[src/rtl/core/srcmp_pkg.sv]
`timescale 1ns / 1ps
`default_nettype none
// ----------------------------------------------------------------------------
// Sensor compensation package
// Shared item types, calibration layout, constants and 32-bit helpers.
// ----------------------------------------------------------------------------
package srcmp_pkg;

  localparam int unsigned DivW = 32;

  localparam logic [31:0] PressOffset = 32'd64000;
  localparam logic [31:0] RawPFull    = 32'd1048576;
  localparam logic [31:0] PScale      = 32'd3125;
  localparam logic [31:0] PHalfRange  = 32'h8000_0000;
  localparam logic [31:0] HTempOffset = 32'd76800;
  localparam logic [31:0] HConstA     = 32'd2097152;
  localparam logic [31:0] HClamp      = 32'd419430400;
  localparam logic [31:0] C32768      = 32'd32768;
  localparam logic [31:0] C16384      = 32'd16384;
  localparam logic [31:0] C8192       = 32'd8192;
  localparam logic [31:0] C128        = 32'd128;
  localparam logic [31:0] C5          = 32'd5;

  typedef enum logic [2:0] {
    RegTemp   = 3'd0,
    RegPressL = 3'd1,
    RegPressH = 3'd2,
    RegP9Hum  = 3'd3,
    RegHumH   = 3'd4
  } reg_idx_e;

  typedef struct packed {
    logic [19:0] raw_temperature;
    logic [19:0] raw_pressure;
    logic [15:0] raw_humidity;
  } in_item_t;

  typedef struct packed {
    logic signed [31:0] temperature_centi;
    logic [31:0]        pressure_pa;
    logic [16:0]        humidity_q10;
    logic               divide_error;
  } out_item_t;

  typedef struct packed {
    logic [47:0] temp;
    logic [63:0] press_lo;
    logic [63:0] press_hi;
    logic [47:0] p9_hum;
    logic [39:0] hum_hi;
  } calib_t;

  typedef struct packed {
    logic [31:0] tc;
    logic [16:0] hum;
    logic        err;
    logic        dbl;
  } side_t;

  typedef struct packed {
    logic        valid;
    logic [31:0] dividend;
    logic [31:0] divisor;
    side_t       side;
  } div_req_t;

  typedef struct packed {
    logic        valid;
    logic [31:0] quotient;
    side_t       side;
  } div_rsp_t;

  function automatic logic [31:0] mul32(input logic [31:0] a, input logic [31:0] b);
    logic [63:0] p;
    p = a * b;
    return p[31:0];
  endfunction

  function automatic logic [31:0] asr32(input logic [31:0] v, input int unsigned n);
    return $unsigned($signed(v) >>> n);
  endfunction

  function automatic logic [31:0] sx16(input logic [15:0] f);
    return {{16{f[15]}}, f};
  endfunction

  function automatic logic [31:0] ux16(input logic [15:0] f);
    return {16'b0, f};
  endfunction

  function automatic logic [31:0] sx8(input logic [7:0] f);
    return {{24{f[7]}}, f};
  endfunction

  function automatic logic [31:0] ux8(input logic [7:0] f);
    return {24'b0, f};
  endfunction

endpackage
`default_nettype wire

[src/rtl/core/srcmp_cfg.sv]
`timescale 1ns / 1ps
`default_nettype none
// ----------------------------------------------------------------------------
// Calibration register file
// APB-style write and read access to the five packed coefficient registers.
// ----------------------------------------------------------------------------
module srcmp_cfg import srcmp_pkg::*; (
  input  logic        clk_i,
  input  logic        rst_ni,
  input  logic        psel,
  input  logic        penable,
  input  logic        pwrite,
  input  logic [5:0]  paddr,
  input  logic [63:0] pwdata,
  output logic [63:0] prdata,
  output logic        pready,
  output calib_t      cal_o
);

  calib_t   cal_q;
  reg_idx_e idx;

  assign idx    = reg_idx_e'(paddr[5:3]);
  assign pready = 1'b1;
  assign cal_o  = cal_q;

  always_ff @(posedge clk_i or negedge rst_ni) begin
    if (!rst_ni) begin
      cal_q <= '0;
    end else if (psel && penable && pwrite) begin
      unique case (idx)
        RegTemp:   cal_q.temp     <= pwdata[47:0];
        RegPressL: cal_q.press_lo <= pwdata;
        RegPressH: cal_q.press_hi <= pwdata;
        RegP9Hum:  cal_q.p9_hum   <= pwdata[47:0];
        RegHumH:   cal_q.hum_hi   <= pwdata[39:0];
        default: ;
      endcase
    end
  end

  always_comb begin
    unique case (idx)
      RegTemp:   prdata = {16'b0, cal_q.temp};
      RegPressL: prdata = cal_q.press_lo;
      RegPressH: prdata = cal_q.press_hi;
      RegP9Hum:  prdata = {16'b0, cal_q.p9_hum};
      RegHumH:   prdata = {24'b0, cal_q.hum_hi};
      default:   prdata = '0;
    endcase
  end

endmodule
`default_nettype wire

[config.mk]
export PLATFORM = sky130hd
export DESIGN_NAME = srcmp_cfg
export DESIGN_NICKNAME = d
export VERILOG_FILES = /design/src/rtl/core/srcmp_pkg.sv /design/src/rtl/core/srcmp_cfg.sv
export SDC_FILE = /design/constraint.sdc
export NUM_CORES = 1
export LEC_CHECK = 0
export CAP_MARGIN = 40
export CORE_ASPECT_RATIO = 2
export CORE_MARGIN = 8
export CORE_UTILIZATION = 45
export CTS_CLUSTER_SIZE = 8
export DETAILED_ROUTE_END_ITERATION = 12
export DONT_BUFFER_PORTS = 1
export PLACE_DENSITY = 0.57
export SLEW_MARGIN = 5
export SYNTH_ARGS = -nofsm -noshare
export SYNTH_HDL_FRONTEND = slang
export SYNTH_SLANG_ARGS = --single-unit
[constraint.sdc]
create_clock -name clk_i -period 1.9 [get_ports clk_i]
set_input_delay 0.19 -clock clk_i [delete_from_list [all_inputs] [get_ports clk_i]]
set_output_delay 0.19 -clock clk_i [all_outputs]
set_load 0.1 [all_outputs]
## Word-level counts from Yosys, hierarchy flattened

Index checks and enable logic that the tools add are counted.

| storage, ports and cells | value |
|---|---|
| memory bits (writable) | 0 |
| output and inout bits | 329 |
| latch bits | 0 |
| register bits after elaboration | 264 |
| bits in read-only memories | 0 |
| bits of input ports | 75 |
| memories | 0 |

| operators by class | value |
|---|---|
| order comparisons | 0 |
| div/mod/pow operators | 0 |
| bitwise logic cells | 0 |
| shift operators | 0 |
| $add $sub $neg | 0 |
| reductions and logical operators | 8 |
| eq/ne operators | 4 |
| multiplexer cells | 1 |
| multiply operators | 0 |

Operators by type and width:

| cell | count |
|---|---|
| 64-bit one-hot mux with 5 select lines | 1 |
| 2-bit AND reduction | 5 |
| 3-bit by 2-bit equality test with 1-bit output, second input constant | 2 |
| 3-bit by 1-bit equality test with 1-bit output, second input constant | 1 |
| 3-bit equality test, second input constant | 1 |
| 3-bit logical NOT | 1 |
| 1-bit logical AND | 2 |

## Depth between registers and ports, before layout

| depth | value |
|---|---|
| word-level depth | 3 |
| depth in mapped cells | 6 |

## Worst setup path before layout

OpenSTA, ideal clock, no wires.

| timing path | value |
|---|---|
| path type | reg-to-output |
| start point | reg cal_q, in the netlist cal_o[192] |
| end point | out prdata[40] |
| arrival | 2.665 ns |
| stages on the path, launching flop included | 3 |
| required time | 1.710 ns |
| path slack | -0.955 ns |
| cells stage by stage | dfrtp_1 mux4_2 nor2b_1 |

| on the way | value |
|---|---|
| cells in the longest elaborated chain, start to end | 1 |

RTL lines:

| item | RTL line | source |
|---|---|---|
| start, declared | srcmp_cfg.sv:20 | `calib_t cal_q;` |
| 64-bit one-hot mux with 5 select lines | srcmp_cfg.sv:43 | `unique case (idx)` |
| end, declared | srcmp_cfg.sv:15 | `output logic [63:0] prdata,` |

No other way between the ends.

## Worst setup path after layout

| timing path | value |
|---|---|
| start point | reg cal_q, in the netlist cal_o[157] |
| end point | out prdata[5] |

Same word-level chain as after synthesis.

==> metrics.md <==
| Metric | Value |
|---|---|
| Gr ovfl total | 0 |
| Final Non-Filler Cells | 1501 |
| Static leakage | 7.98 nW |
| Root buffer cell | clkbuf_16 |
| Hold Path Class | in2async |
| Final nets | 1228 |
| Placer Congestion | 0.777 |
| Slew at the pin closest to its max-slew limit | 0.839 ns |
| Final clock skew | 0 ns |
| Status | finished, violations left |
| Clk Latency, worst-skew pair | 0.50 ns |
| Flops & latches, synth | 264 |
| Failing checks | hold timing |
| Final setup vio count | 0 |
| Post-route DRC | 0 |
| Synth Cell Area | 11600 um^2 |
| CTS buffer count | 38 |
| VDD IR max | 0.00116 V |
| Area leader, netlist | dfrtp_1 |
| Initial DRC count | 256 |
| Vias per std cell | 5.52 |
| Slowest-stage cell, CP | dfrtp_1 |
| Core Region | 25400 um^2 |
| Share of cells above drive strength 1 | 66.0% |
| Max reg flops | 264 |
| Detailed Place HPWL | 25.8 mm |
| Critical Path RT | 1.71 ns |
| Initial antenna violation count | 1 |
| CP Capture Type | output pin |
| Number of synthesized flops with an enable pin | 0 |
| Post-CTS Hold Buffers | 64 |
| Die area | 31400 um^2 |
| Clk buf depth | 3 |
| Crit path depth | 4 |
| Worst-path cell chain | mux2i_1 -> o2bb2ai_1 -> a221o_2 -> buf_12 |
| Cell count of the worst reg-to-reg path | 3 |
| DRT Wirelength | 37.6 mm |
| Syn nets | 826 |
| Largest net degree at the start of global routing | 265 |
| # rows | 83 |
| Die X | 129 um |
| Total power | 28.0 mW |
| CP Launch Type | register |
| Max_slew headroom | 44.1% |
| Clk sinks | 264 |
| PwrDens | 1640 nW/um^2 |
| CTS resizes | 0 |
| Ys flop type | dfrtp_1 |
| Chip height | 243 um |
| Hold slack | -0.612 ns |
| Period utilisation layout | 97.9% |
| Yosys top cell area share | 57.1% |
| CP peak stage delay | 0.38 ns |
| Seq/Total Area, Yosys | 57.1% |
| Synth top area cells | dfrtp_1 57%, mux2_2 25%, a221o_1 3.5% |
| Post-route cell area | 17100 um^2 |
| Placed instance count | 1383 |
| YS warnings | 0 |
| Count of port buffers added during placement | 0 |
| DR pass1 iterations | 4 |
| Post-DP Area | 15400 um^2 |
| Maximum operating frequency | 537 MHz |
| Place WS | 0.251 ns |
| Fin. Hold Viols | 264 |
| Ports | 404 |
| Unrepaired setup endpoints after global routing | yes |
| Critical Path Fanout Max | 2 |
| Initial cell density of the core | 45.4% |
| Total number of vias | 8285 |
| Area grow syn2layout | 47.5% |
| CTS tree | done |
| Clk slew on worst S/H paths | 0.05 ns |
| Final worst path period need | 1.86 ns |
| Syn Inst Count | 751 |
| Final slew viol count | 0 |
| DR WL/cell | 25.0 um |
| Syn avg cell area | 15.4 um^2 |
| Worst reg-to-reg setup slack | 0.76 ns |
| Critical Path AT | 1.67 ns |
| WP buf/inv | 1 |
| GRT Total Usage | 23.7% |
| Routed Antenna Nets | 0 |
| Maxcap violations | 0 |
| Synth unique cells | 25 |
| First-pass GRT wire length | 56.6 mm |
| Final worst slack | 0.0394 ns |
| Vias in the first global route | 9154 |
| Family with the most delay on the worst path | compound AO/OA/AOI/OAI gates |
| H-tree lvl count | 2 |
| Ys async rst share | 100% |
| Setup CP Type | reg2out |
-- metal layers --
| metal | GRT usage (%) | wire length (um) | share of wire, % |
|---|---|---|---|
| met1 | 26.0 | 13500 | 36 |
| met2 | 39.5 | 18600 | 50 |
| met3 | 9.88 | 4120 | 11 |
| met5 | 0 | 0 | 0 |
| met4 | 9.46 | 1300 | 3.5 |
-- what timing repair did --
| item | CTS | global route |
|---|---|---|
| setup buffers | 0 | 6 |
| setup endpoints to repair | 1 | 18 |
| pin swaps | 1 | 12 |
| hold endpoints to repair | 528 | 264 |
-- cell usage in the layout (no fill, tap or decap), types with 3 or more instances in the layout --
master / count
a22o_2: 16
clkbuf_1: 7
buf_4: 283
a221o_2: 40
buf_12: 72
nor2_4: 3
mux2i_1: 40
o2bb2ai_1: 40
dfrtp_1: 236
dfrtp_2: 28
clkbuf_16: 39
dlygate4sd3_1: 64
mux2_1: 3
mux4_2: 8
mux2_2: 261
nor2b_4: 8
-- report_power, final --
part           internal (mW)  switching [mW]  leakage, nW  total, mW
clock network           3.64            2.25        0.493       5.89
logic                   3.36            11.4         4.15       14.7
registers               6.76           0.613         3.34       7.37
total                   13.8            14.2         7.98       28.0
-- synth_stat cells, types with 2 or more instances --
master and count:
nand2b_1 2, nor2b_1 8, buf_4 14, a221o_1 40, o2bb2ai_1 40, buf_2 18
mux2_1 3, buf_6 9, dfrtp_1 264, clkbuf_1 15, mux2_2 261, mux2i_1 40
nor2_1 3, a22o_1 16, mux4_2 8
-- stage by stage --
| step | utilization [%] | setup TNS (ns) |
|---|---|---|
| floorplan | - | -0.124 |
| global placement | 60.4 | 0 |
| detailed placement | 60.4 | 0 |
| CTS | 66.9 | -0.00430 |
| global route | 67.0 | -0.0896 |
| finish | 67.0 | 0 |
-- final cells by class --
class	count	area, um^2
Tap cell	340	425
Clock inverter	1	8.76
Fill cell	1888	8390
Multi-Input combinational cell	430	4770
Clock buffer	46	1000
Antenna cell	1	2.50
Sequential cell	264	6640
Timing Repair Buffer	419	4210
-- worst paths after layout --
path | endpoint | startpoint
worst max register to register | cal_o[180]$_DFFE_PN0P_ | cal_o[180]$_DFFE_PN0P_
worst min register to register | cal_o[145]$_DFFE_PN0P_ | cal_o[145]$_DFFE_PN0P_
worst max-delay path | prdata[5] | cal_o[157]$_DFFE_PN0P_
min in group clk_i | cal_o[166]$_DFFE_PN0P_ | paddr[4]
max in group asynchronous | cal_o[193]$_DFFE_PN0P_ | rst_ni
worst min-delay path | cal_o[259]$_DFFE_PN0P_ | rst_ni
-- cells by family (layout without fill, tap and decap cells) --
group | after synthesis | after routing | synth area share (%)
and+or+nand+nor | 21 | 21 | 1.32
muxes | 312 | 312 | 30.7
DFF | 264 | 264 | 57.1
AOI/OAI and AO/OA | 96 | 96 | 7.70
buffers and inverters | 57 | 466 | 3.08
other | 1 | 2 | 0.0324
Power figures use the tool's default switching activity.
