===== config.mk =====
export PLATFORM = sky130hd
export DESIGN_NAME = srcmp_back
export DESIGN_NICKNAME = d
export VERILOG_FILES = /design/src/rtl/core/srcmp_pkg.sv /design/src/rtl/core/srcmp_back.sv
export SDC_FILE = /design/constraint.sdc
export NUM_CORES = 2
export LEC_CHECK = 0
export ABC_AREA = 1
export BUFFER_PORTS_ARGS = -buffer_cell sky130_fd_sc_hd__buf_2
export CORE_ASPECT_RATIO = 0.6
export CORE_MARGIN = 2
export CORE_UTILIZATION = 60
export DETAILED_ROUTE_END_ITERATION = 6
export PLACE_DENSITY = 0.87
export SLEW_MARGIN = 25
export SYNTH_ARGS = -nofsm -noshare
export SYNTH_HDL_FRONTEND = slang
export SYNTH_SLANG_ARGS = --single-unit

===== constraint.sdc =====
create_clock -name clk_i -period 9.5 [get_ports clk_i]
set_input_delay 0.475 -clock clk_i [delete_from_list [all_inputs] [get_ports clk_i]]
set_output_delay 0.475 -clock clk_i [all_outputs]
set_load 0.005 [all_outputs]

===== src/rtl/core/srcmp_pkg.sv =====
`timescale 1ns / 1ps
`default_nettype none
// ----------------------------------------------------------------------------
// Sensor compensation package
// Shared item types, calibration layout, constants and 32-bit helpers.
// ----------------------------------------------------------------------------
package srcmp_pkg;

  localparam int unsigned DivW = 32;

  localparam logic [31:0] PressOffset = 32'd64000;
  localparam logic [31:0] RawPFull    = 32'd1048576;
  localparam logic [31:0] PScale      = 32'd3125;
  localparam logic [31:0] PHalfRange  = 32'h8000_0000;
  localparam logic [31:0] HTempOffset = 32'd76800;
  localparam logic [31:0] HConstA     = 32'd2097152;
  localparam logic [31:0] HClamp      = 32'd419430400;
  localparam logic [31:0] C32768      = 32'd32768;
  localparam logic [31:0] C16384      = 32'd16384;
  localparam logic [31:0] C8192       = 32'd8192;
  localparam logic [31:0] C128        = 32'd128;
  localparam logic [31:0] C5          = 32'd5;

  typedef enum logic [2:0] {
    RegTemp   = 3'd0,
    RegPressL = 3'd1,
    RegPressH = 3'd2,
    RegP9Hum  = 3'd3,
    RegHumH   = 3'd4
  } reg_idx_e;

  typedef struct packed {
    logic [19:0] raw_temperature;
    logic [19:0] raw_pressure;
    logic [15:0] raw_humidity;
  } in_item_t;

  typedef struct packed {
    logic signed [31:0] temperature_centi;
    logic [31:0]        pressure_pa;
    logic [16:0]        humidity_q10;
    logic               divide_error;
  } out_item_t;

  typedef struct packed {
    logic [47:0] temp;
    logic [63:0] press_lo;
    logic [63:0] press_hi;
    logic [47:0] p9_hum;
    logic [39:0] hum_hi;
  } calib_t;

  typedef struct packed {
    logic [31:0] tc;
    logic [16:0] hum;
    logic        err;
    logic        dbl;
  } side_t;

  typedef struct packed {
    logic        valid;
    logic [31:0] dividend;
    logic [31:0] divisor;
    side_t       side;
  } div_req_t;

  typedef struct packed {
    logic        valid;
    logic [31:0] quotient;
    side_t       side;
  } div_rsp_t;

  function automatic logic [31:0] mul32(input logic [31:0] a, input logic [31:0] b);
    logic [63:0] p;
    p = a * b;
    return p[31:0];
  endfunction

  function automatic logic [31:0] asr32(input logic [31:0] v, input int unsigned n);
    return $unsigned($signed(v) >>> n);
  endfunction

  function automatic logic [31:0] sx16(input logic [15:0] f);
    return {{16{f[15]}}, f};
  endfunction

  function automatic logic [31:0] ux16(input logic [15:0] f);
    return {16'b0, f};
  endfunction

  function automatic logic [31:0] sx8(input logic [7:0] f);
    return {{24{f[7]}}, f};
  endfunction

  function automatic logic [31:0] ux8(input logic [7:0] f);
    return {24'b0, f};
  endfunction

endpackage
`default_nettype wire


===== src/rtl/core/srcmp_back.sv =====
`timescale 1ns / 1ps
`default_nettype none
// ----------------------------------------------------------------------------
// Pressure back end
// Second-order pressure correction and the output register.
// ----------------------------------------------------------------------------
module srcmp_back import srcmp_pkg::*; (
  input  logic      clk_i,
  input  logic      rst_ni,
  input  logic      en_i,
  input  div_rsp_t  rsp_i,
  input  calib_t    cal_i,
  output logic      out_valid_o,
  output out_item_t out_item_o
);

  logic [31:0] p7, p8, p9, pq;
  logic [31:0] b1_p_q, b1_m1_q, b1_m2_q, b2_p_q, b2_m3_q, b2_bt_q;
  side_t       b1_side_q, b2_side_q;
  logic [2:0]  v_q;
  out_item_t   out_q;

  assign p7 = sx16(cal_i.press_hi[47:32]);
  assign p8 = sx16(cal_i.press_hi[63:48]);
  assign p9 = sx16(cal_i.p9_hum[15:0]);
  assign pq = rsp_i.side.dbl ? (rsp_i.quotient << 1) : rsp_i.quotient;

  always_ff @(posedge clk_i or negedge rst_ni) begin
    if (!rst_ni) begin
      v_q <= '0;
    end else if (en_i) begin
      v_q <= {v_q[1:0], rsp_i.valid};
    end
  end

  always_ff @(posedge clk_i) begin
    if (en_i) begin
      b1_p_q    <= pq;
      b1_m1_q   <= mul32(pq >> 3, pq >> 3);
      b1_m2_q   <= mul32(pq >> 2, p8);
      b1_side_q <= rsp_i.side;

      b2_p_q    <= b1_p_q;
      b2_m3_q   <= mul32(p9, b1_m1_q >> 13);
      b2_bt_q   <= asr32(b1_m2_q, 13);
      b2_side_q <= b1_side_q;

      out_q.temperature_centi <= $signed(b2_side_q.tc);
      out_q.pressure_pa       <= b2_side_q.err ? '0 :
                                 b2_p_q + asr32(asr32(b2_m3_q, 12) + b2_bt_q + p7, 4);
      out_q.humidity_q10      <= b2_side_q.hum;
      out_q.divide_error      <= b2_side_q.err;
    end
  end

  assign out_valid_o = v_q[2];
  assign out_item_o  = out_q;

endmodule
`default_nettype wire


## Yosys cells after proc, flatten, opt, wreduce, memory -nomap -nowiden

Index checks and enable logic that the tools add are counted.

- Multiply operators: 3
- Mux-type cells: 1
- Add/sub/neg operators: 3

Operators with widths:

| operator | count |
|---|---|
| 32-bit adder | 1 |
| 29-bit by 29-bit multiplier with 32-bit output | 1 |
| 30-bit by 32-bit multiplier with 32-bit output | 1 |
| 32-bit by 19-bit multiplier with 32-bit output | 1 |
| 32-bit 2-to-1 mux | 1 |
| 21-bit by 16-bit adder with 22-bit output | 1 |
| 20-bit by 19-bit adder with 21-bit output | 1 |

- Bits of input ports: 351
- Word-level logic and storage cells: 25
- Flip-flop bits (word level): 364
- Output and inout bits: 83

## Logic depth before layout (Yosys ltp)

- Word-level depth: 3
- Mapped depth: 42
- Mapped depth without buffers: 38

## Least setup slack after synthesis

OpenSTA, ideal clock, no wires.

- Path kind: input to register
- From: input port rsp_i[0] (netlist bit)
- To: register b1_m2_q[31] (data pin)
- Path buffers: 4
- Slack: 2.064 ns
- Stages on the path: 32
- Setup time: 0.252 ns
- Arrival: 7.184 ns
- Required time: 9.248 ns
- Cells stage by stage: buf_6 -> inv_4 -> buf_6 -> nand2_1 -> nand2_2 -> inv_1 -> clkbuf_1 -> clkbuf_1 -> nor2_1 -> inv_1 -> fa_1 -> inv_1 -> fa_1 -> inv_1 -> fa_1 -> inv_1 -> fa_1 -> inv_1 -> fa_1 -> inv_1 -> fa_1 -> fa_1 -> fa_1 -> ha_1 -> inv_1 -> nor3_1 -> and3_1 -> nand2_1 -> nand2_1 -> inv_1 -> nand3_1 -> nand2_1

- Longest elaborated chain between the ends: 2

RTL lines:

| element | line | RTL |
|---|---|---|
| start: declaration | srcmp_back.sv:11 | `input div_rsp_t rsp_i,` |
| 32-bit 2-to-1 mux | srcmp_back.sv:26 | `assign pq = rsp_i.side.dbl ? (rsp_i.quotient << 1) : rsp_i.quotient;` |
| 30-bit by 32-bit multiplier with 32-bit output | srcmp_pkg.sv:75 | `p = a * b;` |
| end signal: assignment | srcmp_back.sv:40 | `b1_m2_q <= mul32(pq >> 2, p8);` |
| end: declaration | srcmp_back.sv:18 | `logic [31:0] b1_p_q, b1_m1_q, b1_m2_q, b2_p_q, b2_m3_q, b2_bt_q;` |

No other way between the ends.
A chain may end at the register's enable or synchronous reset.

## Final worst setup path

Same ends and word-level chain as after synthesis.

==> flow_summary_export.csv <==
group,metric,value,unit
outcome,status,"finished, final reports clean",
logic_synthesis,netlist_area,51400,µm²
cts,clockBufferDepth,3,
grt,gr-usage-met2,0.473,
setup_path,max_stage_delay,0.77,ns
sta,tns,0,ns
logic_synthesis,yosys_warnings,0,
logic_synthesis,synth_edf_count,323,
setup_path,crit_fanout,44,
logic_synthesis,synth_fp_nets,7313,
setup_path,r2r_cells,18,
grt,overflow,0,
cts,cts_tree,"done",
place,dp_hpwl,119000,µm
cells_and_area,nNetsFinal,7442,
setup_path,timing.rr.end,"b2_m3_q[30]",
die,die_area,88000,µm²
setup_path,cp_num_buf_inv,9,
logic_synthesis,synth_top_cell_by_area,"fa_1",
setup_path,critPathCaptureType,"flop",
place,place_congestion,1.03,
logic_synthesis,ys_types,49,
grt,antenna_found_initial,9,
cts,numCtsBuffers,35,
cells_and_area,drive_above_1_share,0.0692,
sta,rsz0062_at_grt,"no",
die,start_util,0.603,
logic_synthesis,synth_top_area_frac,0.405,
sta,drv_slew,0,
setup_path,startpoint,"rsp_i[0]",
drt,vias,39200,
setup_path,rrSetupSlack,2.19,ns
sta,hold_viol_final,0,
grt,grt_pass1_vias,40700,
cells_and_area,syn_to_final_growth,6.76,%
logic_synthesis,synth_flop_cell,"edfxtp_1",
min_path,min_from,"rsp_i[2]",
setup_path,crit_end,"b1_m2_q[31]",
setup_path,rr_startpoint,"b1_m1_q[14]",
sta,max_slew_margin,0.275,
die,die_h,231,µm
sta,tightest_slew,1.09,ns
drt,wl,146000,µm
setup_path,crit_arrival,8.65,ns
logic_synthesis,synth-seq-area-share,0.190,
setup_path,critPathKind,"in2reg",
cts,cts_root_buf,"clkbuf_16",
setup_path,crit_cells,27,
setup_path,crit_family,"adder cells",
setup_path,crit_slowest_cell,"fa_1",
logic_synthesis,ys_seq_elements,326,
setup_path,cp.required,9.79,ns
drt,antenna_left,0,
logic_synthesis,synth_commonest_cells,"1361 x inv_1, 1048 x nand2_1, 1040 x fa_1",
drt,dr.pass1.iters,7,
setup_path,start_kind,"input pin",
drt,viasPerCell,5.70,
logic_synthesis,synthCells,5567,
die,rows,83,
place,io_buffers,217,
cts,postCtsSetupBuffers,0,
drt,drc_errors,0,
logic_synthesis,syn_area_per_cell,9.23,µm²
drt,drtIter0Drc,4555,
die,ios,434,
drt,wl_per_cell,21.3,µm
sta,max_freq,120,MHz
grt,grt_pass1_wl,229000,µm
grt,grt.busiest_layer,"met1",
cts,clkLatencyLatePin,0.56,ns
die,die_x,382,µm
cts,cts_max_level,2,
sta,timing.final.crit_period,8.36,ns
sta,skew,0.0301,ns
sta,finalWorstSetupSlack,1.14,ns
place,pre_cts_ws,0.906,ns
run,cap_violations,0,
grt,use_met1,0.485,
sta,post-route-period-util,0.880,
setup_path,cpMostUsedCell,"fa_1",
die,coreArea,85200,µm²
logic_synthesis,synthArstFlopShare,0.00920,
grt,grt_use_total,0.341,
grt,met3_usage,0.163,
cts,cts_sinks,326,
sta,setup_viol,0,
min_path,hold_class,"in2reg",
grt,grt_max_degree,94,
logic_synthesis,synth_area_leaders,"fa_1 41%, edfxtp_1 19%, inv_1 9.9%, ha_1 8.6%, nand2_1 7.7%",
cts,clk_pin_slew,0.07,ns
cells_and_area,fillers,6627,
logic_synthesis,yosysMostFrequentCell,"inv_1",
repair_timing:
item,CTS,global route
gates resized for setup,0,0
hold buffers,1,0
endpoints found under the hold margin,3,0
per-stage QoR:
stage                     instance area [µm²]  utilization  std cells  hold slack, ns
after global routing                    54800        0.644       6868          0.0771
after detailed placement                53600        0.629       6805           0.273
final                                   54800        0.644       6873          0.0999
after CTS                               54800        0.644       6867          0.0742
after global placement                  53600        0.629       6805           0.271
after floorplan                         51400            -       5567           0.179
logic make-up (layout without fill, tap and decap cells):
kind of cell | count (synthesis) | after routing | share of synthesized area
AND/OR/NAND/NOR | 1769 | 1769 | 0.136
XOR/XNOR | 123 | 123 | 0.0210
other | 0 | 6 | 0
AO/OA/AOI/OAI | 395 | 395 | 0.0449
adder cells (fa/ha/maj) | 1395 | 1395 | 0.492
buffers and inverters | 1558 | 1711 | 0.116
multiplexers | 1 | 1 | 0.000219
flip-flops | 326 | 326 | 0.190
worst register-to-register path, stage by stage, from the launching register on:
cell      delay (ns)
edfxtp_1        0.69
nand2_1         0.17
inv_1           0.13
fa_1            0.77
fa_1            0.54
fa_1            0.99
fa_1            0.55
inv_1           0.09
fa_1            0.42
fa_1            0.51
inv_1           0.05
ha_1            0.51
nand2_1         0.18
nor2_1          0.41
inv_1           0.08
nor4_1          0.51
nand4_1         0.16
nand2_1         0.11
xor2_1          0.24
worst min-delay path by stage:
stage | end | slack (ns) | cells after the start
finish | b1_side_q[2] | 0.1 | 1
global route | b1_side_q[19] | 0.08 | 1
CTS | b1_side_q[19] | 0.07 | 1
detailed placement | v_q[2] | 0.27 | 1
global placement | v_q[2] | 0.27 | 1
floorplan | v_q[0] | 0.18 | 0
flip-flops by register name, indices dropped and copies added (netlist names):
signal / count
out_item_o: 82
b1_side_q: 50
b2_side_q: 50
b1_p_q: 32
b2_p_q: 32
b2_m3_q: 20
b1_m1_q: 19
b1_m2_q: 19
b2_bt_q: 19
v_q: 3
layout make-up:
cell class,count,area [µm²],area share
diodes,6,15.0,0.000274
flip-flops and latches,326,9770,0.178
clock buffers,40,895,0.0163
well taps,1147,1440,0.0262
clock inverters,21,320,0.00584
repair buffers,274,1550,0.0282
multi-input cells,3683,35700,0.651
inverters,1376,5170,0.0943
cell usage in the layout (no fill, tap or decap), types with 4 or more instances in the layout:
cell / count
fa_1: 1039
a21oi_1: 188
clkinvlp_4: 5
clkbuf_1: 5
clkinv_1: 8
nand2_2: 17
edfxtp_1: 323
nor4_1: 9
nand4_1: 21
nand2_4: 4
inv_2: 9
o221ai_1: 6
a21o_1: 7
o21ai_2: 16
a21boi_0: 4
buf_4: 55
o31ai_1: 7
o21ai_4: 8
nand2_1: 1048
nor2_2: 7
xnor2_1: 49
o21bai_1: 12
nor2_1: 541
nand3_1: 90
o21a_1: 16
xor2_1: 74
o21ai_1: 6
clkbuf_16: 35
a221oi_1: 5
o211ai_1: 6
bufinv_16: 6
buf_2: 215
ha_1: 355
nor3_1: 19
inv_1: 1360
o21ai_0: 92
diode_2: 6
a31oi_1: 15
nand3b_1: 5
metal layers:
layer / share of wire / vias to the layer above / routed length (µm)
met5: 0.00070 / - / 103
met4: 0.030 / 8 / 4340
met3: 0.18 / 403 / 26100
met2: 0.40 / 2832 / 58700
met1: 0.39 / 19100 / 57100
li1: - / 16900 / -
Power is not shown: default switching activity piles up to over one toggle a cycle in this logic, so the estimate is an artifact.
